$ cat config.mk
export PLATFORM = sky130hd
export DESIGN_NAME = julia_escape_time_pixel_unit_flat
export DESIGN_NICKNAME = d
export VERILOG_FILES = /design/src/hdl/jet_pkg.sv /design/src/hdl/jet_if.sv /design/src/hdl/jet_div.sv /design/src/hdl/jet_mul.sv /design/src/hdl/jet_core.sv /design/src/hdl/julia_escape_time_pixel_unit.sv /design/src/flat_wrapper.sv
export SDC_FILE = /design/constraint.sdc
export NUM_CORES = 2
export LEC_CHECK = 0
export BUFFER_PORTS_ARGS = -buffer_cell sky130_fd_sc_hd__clkbuf_2
export CELL_PAD_IN_SITES_DETAIL_PLACEMENT = 1
export CELL_PAD_IN_SITES_GLOBAL_PLACEMENT = 1
export CORE_UTILIZATION = 47
export DETAILED_ROUTE_END_ITERATION = 10
export PLACE_DENSITY = 0.9
export SETUP_SLACK_MARGIN = 0.3
export SYNTH_ARGS = -nofsm -noshare
export SYNTH_HDL_FRONTEND = slang
export SYNTH_SLANG_ARGS = --single-unit
$ cat constraint.sdc
create_clock -name clk -period 10.5 [get_ports clk]
set_clock_uncertainty 0.15 [all_clocks]
set_input_delay 2.1 -clock clk [delete_from_list [all_inputs] [get_ports clk]]
set_output_delay 2.1 -clock clk [all_outputs]
set_load 0.05 [all_outputs]
$ cat src/hdl/jet_pkg.sv
// ----------------------------------------------------------------------------
// jet_pkg: Julia escape-time pixel unit package
// Types, constants and fixed-point helpers shared by the pixel unit files.
// ----------------------------------------------------------------------------
package jet_pkg;

  localparam int unsigned IMAGE_WIDTH  = 1024;
  localparam int unsigned IMAGE_HEIGHT = 1024;

  localparam int unsigned COORD_W = 10;
  localparam int unsigned ITER_W  = 11;
  localparam int unsigned DATA_W  = 32;
  localparam int unsigned IDX_W   = 3;

  localparam logic [ITER_W-1:0] ITER_CAP = ITER_W'(1024);

  // image size holds up to 4096, the half of it up to 2048
  localparam int unsigned DIM_W  = 13;
  localparam int unsigned DIFF_W = 14;
  localparam int unsigned MAG_W  = 14;
  localparam int unsigned FRAC_SHIFT = 44;
  localparam int unsigned NUM_W  = MAG_W + FRAC_SHIFT;
  localparam int unsigned DEN_W  = DATA_W + DIM_W;
  localparam int unsigned CNT_W  = $clog2(NUM_W + 1);

  localparam logic [DIFF_W-1:0] HALF_W = DIFF_W'(IMAGE_WIDTH / 2);
  localparam logic [DIFF_W-1:0] HALF_H = DIFF_W'(IMAGE_HEIGHT / 2);
  localparam logic [DIM_W-1:0]  SIZE_W = DIM_W'(IMAGE_WIDTH);
  localparam logic [DIM_W-1:0]  SIZE_H = DIM_W'(IMAGE_HEIGHT);
  localparam logic [1:0]        SCALE_RE = 2'd3;
  localparam logic [1:0]        SCALE_IM = 2'd2;

  localparam logic signed [DATA_W-1:0] S32_MAX = 32'sh7FFF_FFFF;
  localparam logic signed [DATA_W-1:0] S32_MIN = 32'sh8000_0000;
  localparam logic [63:0] ESC_LIMIT = 64'h0400_0000_0000_0000;

  localparam logic [IDX_W-1:0] REG_ZOOM        = 3'd0;
  localparam logic [IDX_W-1:0] REG_OFFSET_REAL = 3'd1;
  localparam logic [IDX_W-1:0] REG_OFFSET_IMAG = 3'd2;
  localparam logic [IDX_W-1:0] REG_C_REAL      = 3'd3;
  localparam logic [IDX_W-1:0] REG_C_IMAG      = 3'd4;
  localparam logic [IDX_W-1:0] REG_MAX_ITER    = 3'd5;

  localparam logic [DATA_W-1:0] ZOOM_RST     = 32'd65536;
  localparam logic [ITER_W-1:0] MAX_ITER_RST = 11'd256;

  typedef struct packed {
    logic [DATA_W-1:0]        zoom;
    logic signed [DATA_W-1:0] offset_real;
    logic signed [DATA_W-1:0] offset_imag;
    logic signed [DATA_W-1:0] c_real;
    logic signed [DATA_W-1:0] c_imag;
    logic [ITER_W-1:0]        max_iterations;
  } cfg_t;

  typedef struct packed {
    logic [COORD_W-1:0] out_col;
    logic [COORD_W-1:0] out_row;
    logic [ITER_W-1:0]  iteration_count;
    logic               escaped;
  } res_t;

  typedef struct packed {
    logic             neg;
    logic [NUM_W-1:0] num;
  } map_num_t;

  typedef enum logic [3:0] {
    ST_IDLE,
    ST_DIV_RE,
    ST_DIV_IM,
    ST_SQR,
    ST_SQI,
    ST_CHK,
    ST_RI,
    ST_NIM,
    ST_DONE
  } st_t;

  typedef enum logic [1:0] {
    MUL_RE_IM,
    MUL_RE_RE,
    MUL_IM_IM
  } mul_sel_t;

  // sign and magnitude numerator of scale * (pix - half) * 2^44
  function automatic map_num_t map_num(input logic [COORD_W-1:0] pix,
                                       input logic [DIFF_W-1:0] half,
                                       input logic [1:0] scale);
    logic [DIFF_W-1:0] d;
    logic [DIFF_W-1:0] absd;
    logic [MAG_W-1:0]  mag;
    map_num_t          r;
    d     = DIFF_W'(pix) - half;
    absd  = d[DIFF_W-1] ? (DIFF_W'(0) - d) : d;
    mag   = MAG_W'(absd * scale);
    r.neg = d[DIFF_W-1];
    r.num = {mag, {FRAC_SHIFT{1'b0}}};
    return r;
  endfunction

  // apply sign, saturate, add offset with saturation
  function automatic logic signed [DATA_W-1:0] map_finish(
      input logic [NUM_W-1:0] q, input logic neg,
      input logic signed [DATA_W-1:0] offset);
    logic signed [DATA_W-1:0] base;
    logic [DATA_W:0]          sum;
    if (!neg) begin
      base = (|q[NUM_W-1:DATA_W-1]) ? S32_MAX : signed'(q[DATA_W-1:0]);
    end else if ((|q[NUM_W-1:DATA_W]) || (q[DATA_W-1] && (|q[DATA_W-2:0]))) begin
      base = S32_MIN;
    end else begin
      base = signed'(DATA_W'(0) - q[DATA_W-1:0]);
    end
    sum = {base[DATA_W-1], base} + {offset[DATA_W-1], offset};
    if (sum[DATA_W] != sum[DATA_W-1]) begin
      return sum[DATA_W] ? S32_MIN : S32_MAX;
    end
    return signed'(sum[DATA_W-1:0]);
  endfunction

  function automatic logic signed [DATA_W-1:0] sat38(input logic [37:0] v);
    if (!((&v[37:31]) || !(|v[37:31]))) begin
      return v[37] ? S32_MIN : S32_MAX;
    end
    return signed'(v[DATA_W-1:0]);
  endfunction

endpackage

$ cat src/hdl/jet_if.sv
// ----------------------------------------------------------------------------
// jet_if: channel interfaces of the Julia escape-time pixel unit
// Pixel input, result output and register write channels, valid/ready.
// ----------------------------------------------------------------------------
interface jet_pix_if;
  logic                        valid;
  logic                        ready;
  logic [jet_pkg::COORD_W-1:0] pixel_col;
  logic [jet_pkg::COORD_W-1:0] pixel_row;

  modport source (output valid, output pixel_col, output pixel_row, input ready);
  modport sink   (input valid, input pixel_col, input pixel_row, output ready);
endinterface

interface jet_res_if;
  logic                        valid;
  logic                        ready;
  logic [jet_pkg::COORD_W-1:0] out_col;
  logic [jet_pkg::COORD_W-1:0] out_row;
  logic [jet_pkg::ITER_W-1:0]  iteration_count;
  logic                        escaped;

  modport source (output valid, output out_col, output out_row,
                  output iteration_count, output escaped, input ready);
  modport sink   (input valid, input out_col, input out_row,
                  input iteration_count, input escaped, output ready);
endinterface

interface jet_cfg_if;
  logic                       valid;
  logic                       ready;
  logic [jet_pkg::IDX_W-1:0]  index;
  logic [jet_pkg::DATA_W-1:0] data;

  modport source (output valid, output index, output data, input ready);
  modport sink   (input valid, input index, input data, output ready);
endinterface

$ cat src/hdl/jet_div.sv
// ----------------------------------------------------------------------------
// jet_div: radix-2 restoring divider
// One quotient bit per cycle; done pulses for one cycle with the quotient.
// ----------------------------------------------------------------------------
module jet_div (
  input  logic                        clk,
  input  logic                        rst_n,
  input  logic                        start_i,
  input  logic [jet_pkg::NUM_W-1:0]   num_i,
  input  logic [jet_pkg::DEN_W-1:0]   den_i,
  output logic                        done_o,
  output logic [jet_pkg::NUM_W-1:0]   quot_o
);
  import jet_pkg::*;

  logic [NUM_W-1:0] num_r;
  logic [DEN_W-1:0] den_r;
  logic [DEN_W-1:0] rem_r;
  logic [CNT_W-1:0] cnt_r;
  logic             done_r;
  logic             busy;
  logic [DEN_W:0]   rem_sh;
  logic [DEN_W:0]   rem_dif;
  logic             ge;

  assign busy    = (cnt_r != '0);
  assign rem_sh  = {rem_r, num_r[NUM_W-1]};
  assign ge      = (rem_sh >= {1'b0, den_r});
  assign rem_dif = rem_sh - {1'b0, den_r};
  assign done_o  = done_r;
  assign quot_o  = num_r;

  always_ff @(posedge clk) begin
    if (start_i) begin
      num_r <= num_i;
      den_r <= den_i;
      rem_r <= '0;
    end else if (busy) begin
      rem_r <= ge ? rem_dif[DEN_W-1:0] : rem_sh[DEN_W-1:0];
      num_r <= {num_r[NUM_W-2:0], ge};
    end
  end

  always_ff @(posedge clk) begin
    if (!rst_n) begin
      cnt_r  <= '0;
      done_r <= 1'b0;
    end else begin
      done_r <= busy && (cnt_r == CNT_W'(1)) && !start_i;
      if (start_i) begin
        cnt_r <= CNT_W'(NUM_W);
      end else if (busy) begin
        cnt_r <= cnt_r - CNT_W'(1);
      end
    end
  end

endmodule

$ cat src/hdl/jet_mul.sv
// ----------------------------------------------------------------------------
// jet_mul: shared signed multiplier
// 32 by 32 bit signed product with a registered 64 bit result.
// ----------------------------------------------------------------------------
module jet_mul (
  input  logic                              clk,
  input  logic signed [jet_pkg::DATA_W-1:0] a_i,
  input  logic signed [jet_pkg::DATA_W-1:0] b_i,
  output logic signed [2*jet_pkg::DATA_W-1:0] prod_o
);
  import jet_pkg::*;

  logic signed [2*DATA_W-1:0] prod_r;

  assign prod_o = prod_r;

  always_ff @(posedge clk) begin
    prod_r <= a_i * b_i;
  end

endmodule

$ cat src/hdl/jet_core.sv
// ----------------------------------------------------------------------------
// jet_core: escape-time sequencer
// Maps a pixel through the shared divider, then iterates z = z^2 + c with
// the shared multiplier.
// ----------------------------------------------------------------------------
module jet_core (
  input  logic                        clk,
  input  logic                        rst_n,
  input  jet_pkg::cfg_t               cfg_i,
  input  logic                        start_i,
  input  logic [jet_pkg::COORD_W-1:0] pixel_col_i,
  input  logic [jet_pkg::COORD_W-1:0] pixel_row_i,
  output logic                        idle_o,
  output logic                        res_valid_o,
  input  logic                        res_take_i,
  output jet_pkg::res_t               res_o
);
  import jet_pkg::*;

  st_t                        state_r, state_nxt;
  logic [COORD_W-1:0]         col_r, col_nxt;
  logic [COORD_W-1:0]         row_r, row_nxt;
  logic signed [DATA_W-1:0]   re_r, re_nxt;
  logic signed [DATA_W-1:0]   im_r, im_nxt;
  logic signed [2*DATA_W-1:0] rr_r, rr_nxt;
  logic signed [2*DATA_W-1:0] ii_r, ii_nxt;
  logic [ITER_W-1:0]          iter_r, iter_nxt;
  logic                       esc_r, esc_nxt;
  logic                       init_r, init_nxt;

  logic [ITER_W-1:0]          limit;
  logic [ITER_W-1:0]          iter_inc;
  logic [DATA_W-1:0]          zoom_eff;
  map_num_t                   col_num, row_num, in_num;
  logic                       div_start, div_done;
  logic [NUM_W-1:0]           div_num, div_q;
  logic [DEN_W-1:0]           div_den;
  mul_sel_t                   mul_sel;
  logic signed [DATA_W-1:0]   mul_a, mul_b;
  logic signed [2*DATA_W-1:0] prod;
  logic signed [2*DATA_W-1:0] diff;
  logic signed [DATA_W-1:0]   nre, nim;
  logic [2*DATA_W-1:0]        mag;
  logic                       escape;

  assign limit    = (cfg_i.max_iterations > ITER_CAP) ? ITER_CAP : cfg_i.max_iterations;
  assign iter_inc = iter_r + ITER_W'(1);
  assign zoom_eff = (cfg_i.zoom == '0) ? DATA_W'(1) : cfg_i.zoom;
  assign in_num   = map_num(pixel_col_i, HALF_W, SCALE_RE);
  assign col_num  = map_num(col_r, HALF_W, SCALE_RE);
  assign row_num  = map_num(row_r, HALF_H, SCALE_IM);

  assign diff   = rr_r - ii_r;
  assign nre    = sat38({{2{diff[63]}}, diff[63:28]} + {{6{cfg_i.c_real[31]}}, cfg_i.c_real});
  assign nim    = sat38({prod[63], prod[63:27]} + {{6{cfg_i.c_imag[31]}}, cfg_i.c_imag});
  assign mag    = $unsigned(rr_r) + $unsigned(prod);
  assign escape = (mag > ESC_LIMIT);

  jet_div u_div (
    .clk     (clk),
    .rst_n   (rst_n),
    .start_i (div_start),
    .num_i   (div_num),
    .den_i   (div_den),
    .done_o  (div_done),
    .quot_o  (div_q)
  );

  jet_mul u_mul (
    .clk    (clk),
    .a_i    (mul_a),
    .b_i    (mul_b),
    .prod_o (prod)
  );

  always_comb begin
    state_nxt = state_r;
    case (state_r)
      ST_IDLE:   if (start_i) state_nxt = ST_DIV_RE;
      ST_DIV_RE: if (div_done) state_nxt = ST_DIV_IM;
      ST_DIV_IM: begin
        if (div_done) begin
          state_nxt = (limit == '0) ? ST_DONE : ST_SQR;
        end
      end
      ST_SQR:    state_nxt = ST_SQI;
      ST_SQI:    state_nxt = ST_CHK;
      ST_CHK: begin
        if (init_r) begin
          state_nxt = ST_RI;
        end else if (escape || (iter_inc >= limit)) begin
          state_nxt = ST_DONE;
        end else begin
          state_nxt = ST_RI;
        end
      end
      ST_RI:     state_nxt = ST_NIM;
      ST_NIM:    state_nxt = ST_SQI;
      ST_DONE:   if (res_take_i) state_nxt = ST_IDLE;
      default:   state_nxt = ST_IDLE;
    endcase
  end

  always_comb begin
    idle_o      = (state_r == ST_IDLE);
    res_valid_o = (state_r == ST_DONE);
    div_start   = 1'b0;
    div_num     = in_num.num;
    div_den     = DEN_W'(zoom_eff) * DEN_W'(SIZE_W);
    mul_sel     = MUL_RE_IM;
    case (state_r)
      ST_IDLE: begin
        div_start = start_i;
      end
      ST_DIV_RE: begin
        div_start = div_done;
        div_num   = row_num.num;
        div_den   = DEN_W'(zoom_eff) * DEN_W'(SIZE_H);
      end
      ST_SQR, ST_NIM: mul_sel = MUL_RE_RE;
      ST_SQI:         mul_sel = MUL_IM_IM;
      default:        mul_sel = MUL_RE_IM;
    endcase
  end

  always_comb begin
    case (mul_sel)
      MUL_RE_RE: begin
        mul_a = re_r;
        mul_b = re_r;
      end
      MUL_IM_IM: begin
        mul_a = im_r;
        mul_b = im_r;
      end
      default: begin
        mul_a = re_r;
        mul_b = im_r;
      end
    endcase
  end

  always_comb begin
    col_nxt  = col_r;
    row_nxt  = row_r;
    re_nxt   = re_r;
    im_nxt   = im_r;
    rr_nxt   = rr_r;
    ii_nxt   = ii_r;
    iter_nxt = iter_r;
    esc_nxt  = esc_r;
    init_nxt = init_r;
    case (state_r)
      ST_IDLE: begin
        if (start_i) begin
          col_nxt  = pixel_col_i;
          row_nxt  = pixel_row_i;
          iter_nxt = '0;
          esc_nxt  = 1'b0;
          init_nxt = 1'b1;
        end
      end
      ST_DIV_RE: if (div_done) re_nxt = map_finish(div_q, col_num.neg, cfg_i.offset_real);
      ST_DIV_IM: if (div_done) im_nxt = map_finish(div_q, row_num.neg, cfg_i.offset_imag);
      ST_SQI:    rr_nxt = prod;
      ST_CHK: begin
        ii_nxt   = prod;
        init_nxt = 1'b0;
        if (!init_r) begin
          if (escape) begin
            esc_nxt = 1'b1;
          end else begin
            iter_nxt = iter_inc;
          end
        end
      end
      ST_RI:     re_nxt = nre;
      ST_NIM:    im_nxt = nim;
      default:   ;
    endcase
  end

  always_ff @(posedge clk) begin
    if (!rst_n) begin
      state_r <= ST_IDLE;
      iter_r  <= '0;
      esc_r   <= 1'b0;
      init_r  <= 1'b0;
    end else begin
      state_r <= state_nxt;
      iter_r  <= iter_nxt;
      esc_r   <= esc_nxt;
      init_r  <= init_nxt;
    end
  end

  always_ff @(posedge clk) begin
    col_r <= col_nxt;
    row_r <= row_nxt;
    re_r  <= re_nxt;
    im_r  <= im_nxt;
    rr_r  <= rr_nxt;
    ii_r  <= ii_nxt;
  end

  assign res_o.out_col         = col_r;
  assign res_o.out_row         = row_r;
  assign res_o.iteration_count = iter_r;
  assign res_o.escaped         = esc_r;

  a_iter_bound: assert property (@(posedge clk) disable iff (!rst_n)
    (state_r != ST_IDLE) |-> (iter_r <= limit))
    else $error("iteration count beyond limit");

  a_esc_below_limit: assert property (@(posedge clk) disable iff (!rst_n)
    (state_r == ST_DONE && esc_r) |-> (iter_r < limit))
    else $error("escape flagged at limit");

  a_init_chk: assert property (@(posedge clk) disable iff (!rst_n)
    (state_r == ST_CHK && init_r) |=> (state_r == ST_RI))
    else $error("first magnitude pass did not enter the loop");

  a_div_start: assert property (@(posedge clk) disable iff (!rst_n)
    div_start |-> (state_r == ST_IDLE || state_r == ST_DIV_RE))
    else $error("divider started outside mapping");

endmodule

$ cat src/hdl/julia_escape_time_pixel_unit.sv
// ----------------------------------------------------------------------------
// julia_escape_time_pixel_unit: Julia-set escape-time pixel unit
// Register file, result register and escape-time sequencer.
// ----------------------------------------------------------------------------
// One pixel at a time. The start point is mapped by a shared radix-2
// divider, real axis then imaginary axis, and then N iterations (up to
// max_iterations, capped at 1024) are run, each on a single shared 32x32
// multiplier. in_ch.ready is high only while no pixel is in flight; one
// finished result may wait in the output register while the next pixel is
// taken. Registers are to be written on cfg_ch, always ready, only while
// idle; the block itself does not enforce this.
// ----------------------------------------------------------------------------
module julia_escape_time_pixel_unit (
  input  logic       clk,
  input  logic       rst_n,
  jet_pix_if.sink    in_ch,
  jet_res_if.source  out_ch,
  jet_cfg_if.sink    cfg_ch
);
  import jet_pkg::*;

  cfg_t cfg_r, cfg_nxt;
  res_t res_r;
  res_t core_res;
  logic out_valid_r, out_valid_nxt;
  logic core_idle;
  logic core_valid;
  logic core_take;
  logic in_xfer;

  assign cfg_ch.ready = 1'b1;
  assign in_ch.ready  = core_idle;
  assign in_xfer      = in_ch.valid && core_idle;
  assign core_take    = core_valid && (!out_valid_r || out_ch.ready);

  jet_core u_core (
    .clk         (clk),
    .rst_n       (rst_n),
    .cfg_i       (cfg_r),
    .start_i     (in_xfer),
    .pixel_col_i (in_ch.pixel_col),
    .pixel_row_i (in_ch.pixel_row),
    .idle_o      (core_idle),
    .res_valid_o (core_valid),
    .res_take_i  (core_take),
    .res_o       (core_res)
  );

  always_comb begin
    cfg_nxt = cfg_r;
    if (cfg_ch.valid) begin
      case (cfg_ch.index)
        REG_ZOOM:        cfg_nxt.zoom           = cfg_ch.data;
        REG_OFFSET_REAL: cfg_nxt.offset_real    = signed'(cfg_ch.data);
        REG_OFFSET_IMAG: cfg_nxt.offset_imag    = signed'(cfg_ch.data);
        REG_C_REAL:      cfg_nxt.c_real         = signed'(cfg_ch.data);
        REG_C_IMAG:      cfg_nxt.c_imag         = signed'(cfg_ch.data);
        REG_MAX_ITER:    cfg_nxt.max_iterations = cfg_ch.data[ITER_W-1:0];
        default:         ;
      endcase
    end
  end

  always_comb begin
    out_valid_nxt = out_valid_r;
    if (out_ch.ready) begin
      out_valid_nxt = 1'b0;
    end
    if (core_take) begin
      out_valid_nxt = 1'b1;
    end
  end

  always_ff @(posedge clk) begin
    if (!rst_n) begin
      cfg_r.zoom           <= ZOOM_RST;
      cfg_r.offset_real    <= '0;
      cfg_r.offset_imag    <= '0;
      cfg_r.c_real         <= '0;
      cfg_r.c_imag         <= '0;
      cfg_r.max_iterations <= MAX_ITER_RST;
      out_valid_r          <= 1'b0;
    end else begin
      cfg_r       <= cfg_nxt;
      out_valid_r <= out_valid_nxt;
    end
  end

  always_ff @(posedge clk) begin
    if (core_take) begin
      res_r <= core_res;
    end
  end

  assign out_ch.valid           = out_valid_r;
  assign out_ch.out_col         = res_r.out_col;
  assign out_ch.out_row         = res_r.out_row;
  assign out_ch.iteration_count = res_r.iteration_count;
  assign out_ch.escaped         = res_r.escaped;

  a_res_hold: assert property (@(posedge clk) disable iff (!rst_n)
    (out_valid_r && !out_ch.ready) |=> (out_valid_r && $stable(res_r)))
    else $error("stalled result changed");

  a_no_overwrite: assert property (@(posedge clk) disable iff (!rst_n)
    core_take |-> (!out_valid_r || out_ch.ready))
    else $error("result register overwritten");

  a_busy_not_ready: assert property (@(posedge clk) disable iff (!rst_n)
    core_valid |-> !in_ch.ready)
    else $error("input ready while a result is pending in the core");

endmodule
$ cat src/flat_wrapper.sv
// flat-port wrapper written by rule: the top's interface ports become plain ports
module julia_escape_time_pixel_unit_flat import jet_pkg::*;
  (clk, rst_n, in_ch_valid, in_ch_pixel_col, in_ch_pixel_row, in_ch_ready, out_ch_valid, out_ch_out_col, out_ch_out_row, out_ch_iteration_count, out_ch_escaped, out_ch_ready, cfg_ch_valid, cfg_ch_index, cfg_ch_data, cfg_ch_ready);
  jet_pix_if in_ch_i ();
  jet_res_if out_ch_i ();
  jet_cfg_if cfg_ch_i ();
  input  logic clk;
  input  logic rst_n;
  input wire logic [$bits(in_ch_i.valid)-1:0] in_ch_valid;
  input wire logic [$bits(in_ch_i.pixel_col)-1:0] in_ch_pixel_col;
  input wire logic [$bits(in_ch_i.pixel_row)-1:0] in_ch_pixel_row;
  output wire logic [$bits(in_ch_i.ready)-1:0] in_ch_ready;
  output wire logic [$bits(out_ch_i.valid)-1:0] out_ch_valid;
  output wire logic [$bits(out_ch_i.out_col)-1:0] out_ch_out_col;
  output wire logic [$bits(out_ch_i.out_row)-1:0] out_ch_out_row;
  output wire logic [$bits(out_ch_i.iteration_count)-1:0] out_ch_iteration_count;
  output wire logic [$bits(out_ch_i.escaped)-1:0] out_ch_escaped;
  input wire logic [$bits(out_ch_i.ready)-1:0] out_ch_ready;
  input wire logic [$bits(cfg_ch_i.valid)-1:0] cfg_ch_valid;
  input wire logic [$bits(cfg_ch_i.index)-1:0] cfg_ch_index;
  input wire logic [$bits(cfg_ch_i.data)-1:0] cfg_ch_data;
  output wire logic [$bits(cfg_ch_i.ready)-1:0] cfg_ch_ready;
  assign in_ch_i.valid = in_ch_valid;
  assign in_ch_i.pixel_col = in_ch_pixel_col;
  assign in_ch_i.pixel_row = in_ch_pixel_row;
  assign in_ch_ready = in_ch_i.ready;
  assign out_ch_valid = out_ch_i.valid;
  assign out_ch_out_col = out_ch_i.out_col;
  assign out_ch_out_row = out_ch_i.out_row;
  assign out_ch_iteration_count = out_ch_i.iteration_count;
  assign out_ch_escaped = out_ch_i.escaped;
  assign out_ch_i.ready = out_ch_ready;
  assign cfg_ch_i.valid = cfg_ch_valid;
  assign cfg_ch_i.index = cfg_ch_index;
  assign cfg_ch_i.data = cfg_ch_data;
  assign cfg_ch_ready = cfg_ch_i.ready;
  julia_escape_time_pixel_unit u_core (.clk(clk), .rst_n(rst_n), .in_ch(in_ch_i), .out_ch(out_ch_i), .cfg_ch(cfg_ch_i));
endmodule
==> results by group <==
Yosys
  – Distinct cells, synth: 94
  – Share of the synthesized area in the top cell type: 28.79%
  – Post-Syn Instances: about 8400
  – Ranking of synthesized cells by area: fa_1 29%, edfxtp_1 13%, ha_1 8.4%, dfxtp_1 8.1%, inv_1 5.7%
  – Yosys warnings: 0
  – Ys async rst share: 0%
  – Number of synthesized flops with an enable pin: 334
  – Area leader, netlist: fa_1
  – Mapped cell area: 75740 sq um
  – Commonest cells post-synth: 1154 x inv_1, 1097 x nand2_1, 1089 x fa_1
  – Avg Inst Size Synth: 8.977 sq um
  – Synthesis-stage register bit count: 639
  – Seq/Total Area, Yosys: 21.31%
  – Count leader, synth: inv_1
  – Top FF cell, synth: edfxtp_1

STA
  – Worst-Margin Slew: 1323 ps
  – Fmax: 99.96 MHz
  – Setup repair after global routing missed its margin: true
  – Final hold vios: 0
  – Fin crit share: 95.28%
  – Setup violations, final: 0
  – Rel. slew slack: 11.57%
  – Setup TNS: 0 ps
  – Final setup margin: ~500 ps
  – Min Tclk post-route: roughly 10000 ps
  – Final Slew Violations: 0

Min path
  – Hold Path Depth: 0
  – Hold-critical path endpoint: u_core.out_ch.out_col[1]$_DFFE_PP_
  – Hold_sp: u_core.u_core.col_r[1]$_DFFE_PP_
  – Worst Hold Class: register to register

Clock network
  – H-tree levels: 3
  – Clk root buf: clkbuf_16
  – Clock Latency Late Sink: 700 ps
  – Longest Clk Path Bufs: 3
  – Hold buffer count at CTS: 0
  – TritonCTS Buffers: 67
  – Clk pin slew, worst setup/hold paths: about 60 ps
  – CTS tree: built
  – CTS sink cnt: roughly 640

Route
  – WL per Instance: 26.93 um
  – Vias: 65160
  – Routed Antenna Nets: 0
  – Detailed Route WL: 286300 um
  – DRT Pass-1 Iters: 8
  – DRC violations left: 0
  – DR iter-0 viols: approximately 5900
  – Drt via density: 6.131

Run status
  – Status: complete, no violations

Final layout
  – Nets: 10080
  – P&R area growth vs syn: 8.108%
  – Layout fillers: 18220
  – Share of layout cells above drive strength 1: 7.266%
  – Post-Layout Cell Count: ~11000
  – Final Util: about half

Critical path
  – Worst path bufs/invs: 8
  – Setup CP Type: register to register
  – Arr. time, crit path: around 10000 ps
  – CP max stage delay: 610 ps
  – CP max FO: 10
  – R2R cell count: 35
  – Crit path required time: 10930 ps
  – RR Endpoint: u_core.u_core.u_mul.prod_o[56]$_DFF_P_
  – Worst R2R Start: u_core.u_core.state_r[3]$_SDFFE_PN0P_
  – R2R Setup Slk: just under 500 ps
  – Worst Setup Start Kind: register
  – Worst setup EP type: register
  – Most used cell, CP: fa_1
  – CP max stage cell: fa_1
  – CP delay by family, top: adder cells

Place
  – PortBufs: 93
  – Post-DP HPWL: 230600 um
  – Placed insts: around 10000
  – Gp weighted congestion: 0.9940
  – Dpl ws: 95.33 ps

Pwr
  – Pwr dens: 226.3 nW/um^2
  – Worst VDD drop: 0.2862 mV
  – Pleak: 37.17 nW
  – Total power: about 19 mW

Global routing
  – Number of global-route vias before repair: 71060
  – First-pass GRT wire length: 432300 um
  – Largest net degree at the start of global routing: 85
  – Total grt overflow: 0
  – Gr usage total: 35.06%
  – Initial antenna violation count: 7

Job
  – Max-cap violation count: 0

Die
  – Core ar.: 159100 sq um
  – Die Footprint: roughly 160000 sq um
  – Starting Density: 47.60%
  – Chip Height: 403.4 um
  – Placement Rows: roughly 150
  – Die W: 403.4 um
  – Num ports: 95
cell type report:
cell class,instances,area (sq um),share of cell area [%]
Timing Repair Buffer,301,2152,2.628
Antenna cell,5,12.51,0.01528
Sequential cell,639,16140,19.71
Clock buffer,95,1947,2.378
Clock inverter,29,352.8,0.4309
Inverter,1159,4354,5.318
Multi-Input combinational cell,6255,54240,66.24
Tap cell,2146,2685,3.279
state kept, by name, summed over array words and instances, names as in the netlist, 11 cells and up:
signal / count
u_core.cfg_r: 171
u_core.u_core.rr_r: 64
u_core.u_core.im_r: 32
u_core.u_core.u_div.quot_o: 58
u_core.u_core.u_mul.prod_o: 64
u_core.out_ch.iteration_count: 11
u_core.u_core.re_r: 32
u_core.u_core.ii_r: 64
u_core.u_core.iter_r: 11
u_core.u_core.u_div.rem_r: 45
u_core.u_core.u_div.den_r: 32
logic make-up (layout without fill, tap and decap cells):
group | count (synthesis) | in the layout | share of synthesized area, %
and+or+nand+nor | 2601 | 2601 | 14.92
xor gates and xnor gates | 294 | 294 | 3.400
muxes | 139 | 139 | 1.941
DFF | 639 | 639 | 21.31
adders and majority gates | 1596 | 1596 | 37.16
other | 2 | 9 | 0.009916
buffers and inverters | 1545 | 1584 | 7.685
AOI/OAI and AO/OA | 1621 | 1621 | 13.58
how the worst max path moves through the flow:
stage	depth (start not counted)	slack, ps	endpoint	from
after detailed placement	35	100	u_core.u_core.u_mul.prod_o[58]$_DFF_P_	u_core.u_core.state_r[0]$_SDFFE_PN0P_
after global routing	35	200	u_core.u_core.u_mul.prod_o[62]$_DFF_P_	u_core.u_core.state_r[3]$_SDFFE_PN0P_
final	35	500	u_core.u_core.u_mul.prod_o[56]$_DFF_P_	u_core.u_core.state_r[3]$_SDFFE_PN0P_
after global placement	30	460	u_core.u_core.u_mul.prod_o[59]$_DFF_P_	u_core.u_core.state_r[0]$_SDFFE_PN0P_
after floorplan	36	670	u_core.u_core.u_mul.prod_o[62]$_DFF_P_	u_core.u_core.state_r[0]$_SDFFE_PN0P_
after CTS	35	300	u_core.u_core.u_mul.prod_o[58]$_DFF_P_	u_core.u_core.state_r[0]$_SDFFE_PN0P_
layout by cell type, fill, tap and decap left out, drive strengths merged, types with 63 or more instances in the layout:
master	n
a211oi	90
a21o	180
a21oi	623
and3	73
buf	205
clkbuf	191
dfxtp	305
edfxtp	334
fa	1089
ha	507
inv	1161
mux2	63
mux2i	76
nand2	1098
nand3	93
nor2	850
nor3	118
o21a	124
o21ai	233
xnor2	192
xor2	102
where the power goes:
part | leakage (nW) | internal [mW] | total [mW] | switching, mW
sequential | 5.70 | 3.21 | 3.81 | 0.604
clock | 1.12 | 1.38 | 2.55 | 1.17
combinational | 30.3 | 4.70 | 12.2 | 7.47
total | 37.2 | 9.29 | 18.5 | 9.24
metrics by stage:
step                hold slack [ps]  area, sq um
finish                        273.9        81880
global route                  278.6        81860
CTS                           272.6        81570
detailed placement            260.8        79250
global placement              251.4        79250
floorplan                     250.0        75750
timing repair:
item | CTS | global route
gates cloned | 0 | 2
resized for setup | 5 | 35
setup buffers | 1 | 7
pin swaps | 0 | 1
setup endpoints to repair | 8 | 12
worst reg2reg max path: cells and delay by family, from the launching register on:
family	cells	cell delay, ps
compound gates	8	1690
xor+xnor	1	240
simple gates	8	1540
flops	1	380
mux	1	400
buf+inv	8	1120
fa+ha+maj	9	4390
per-layer routing:
metal | vias up | GRT usage, % | routed length [um]
li1 | 27700 | - | -
met1 | 33200 | 42.65 | 106600
met2 | 3201 | 57.56 | 134100
met3 | 1061 | 6.401 | 23720
met4 | 6 | 21.97 | 21800
met5 | - | 0 | 39
(Power assumes the default switching activity.)
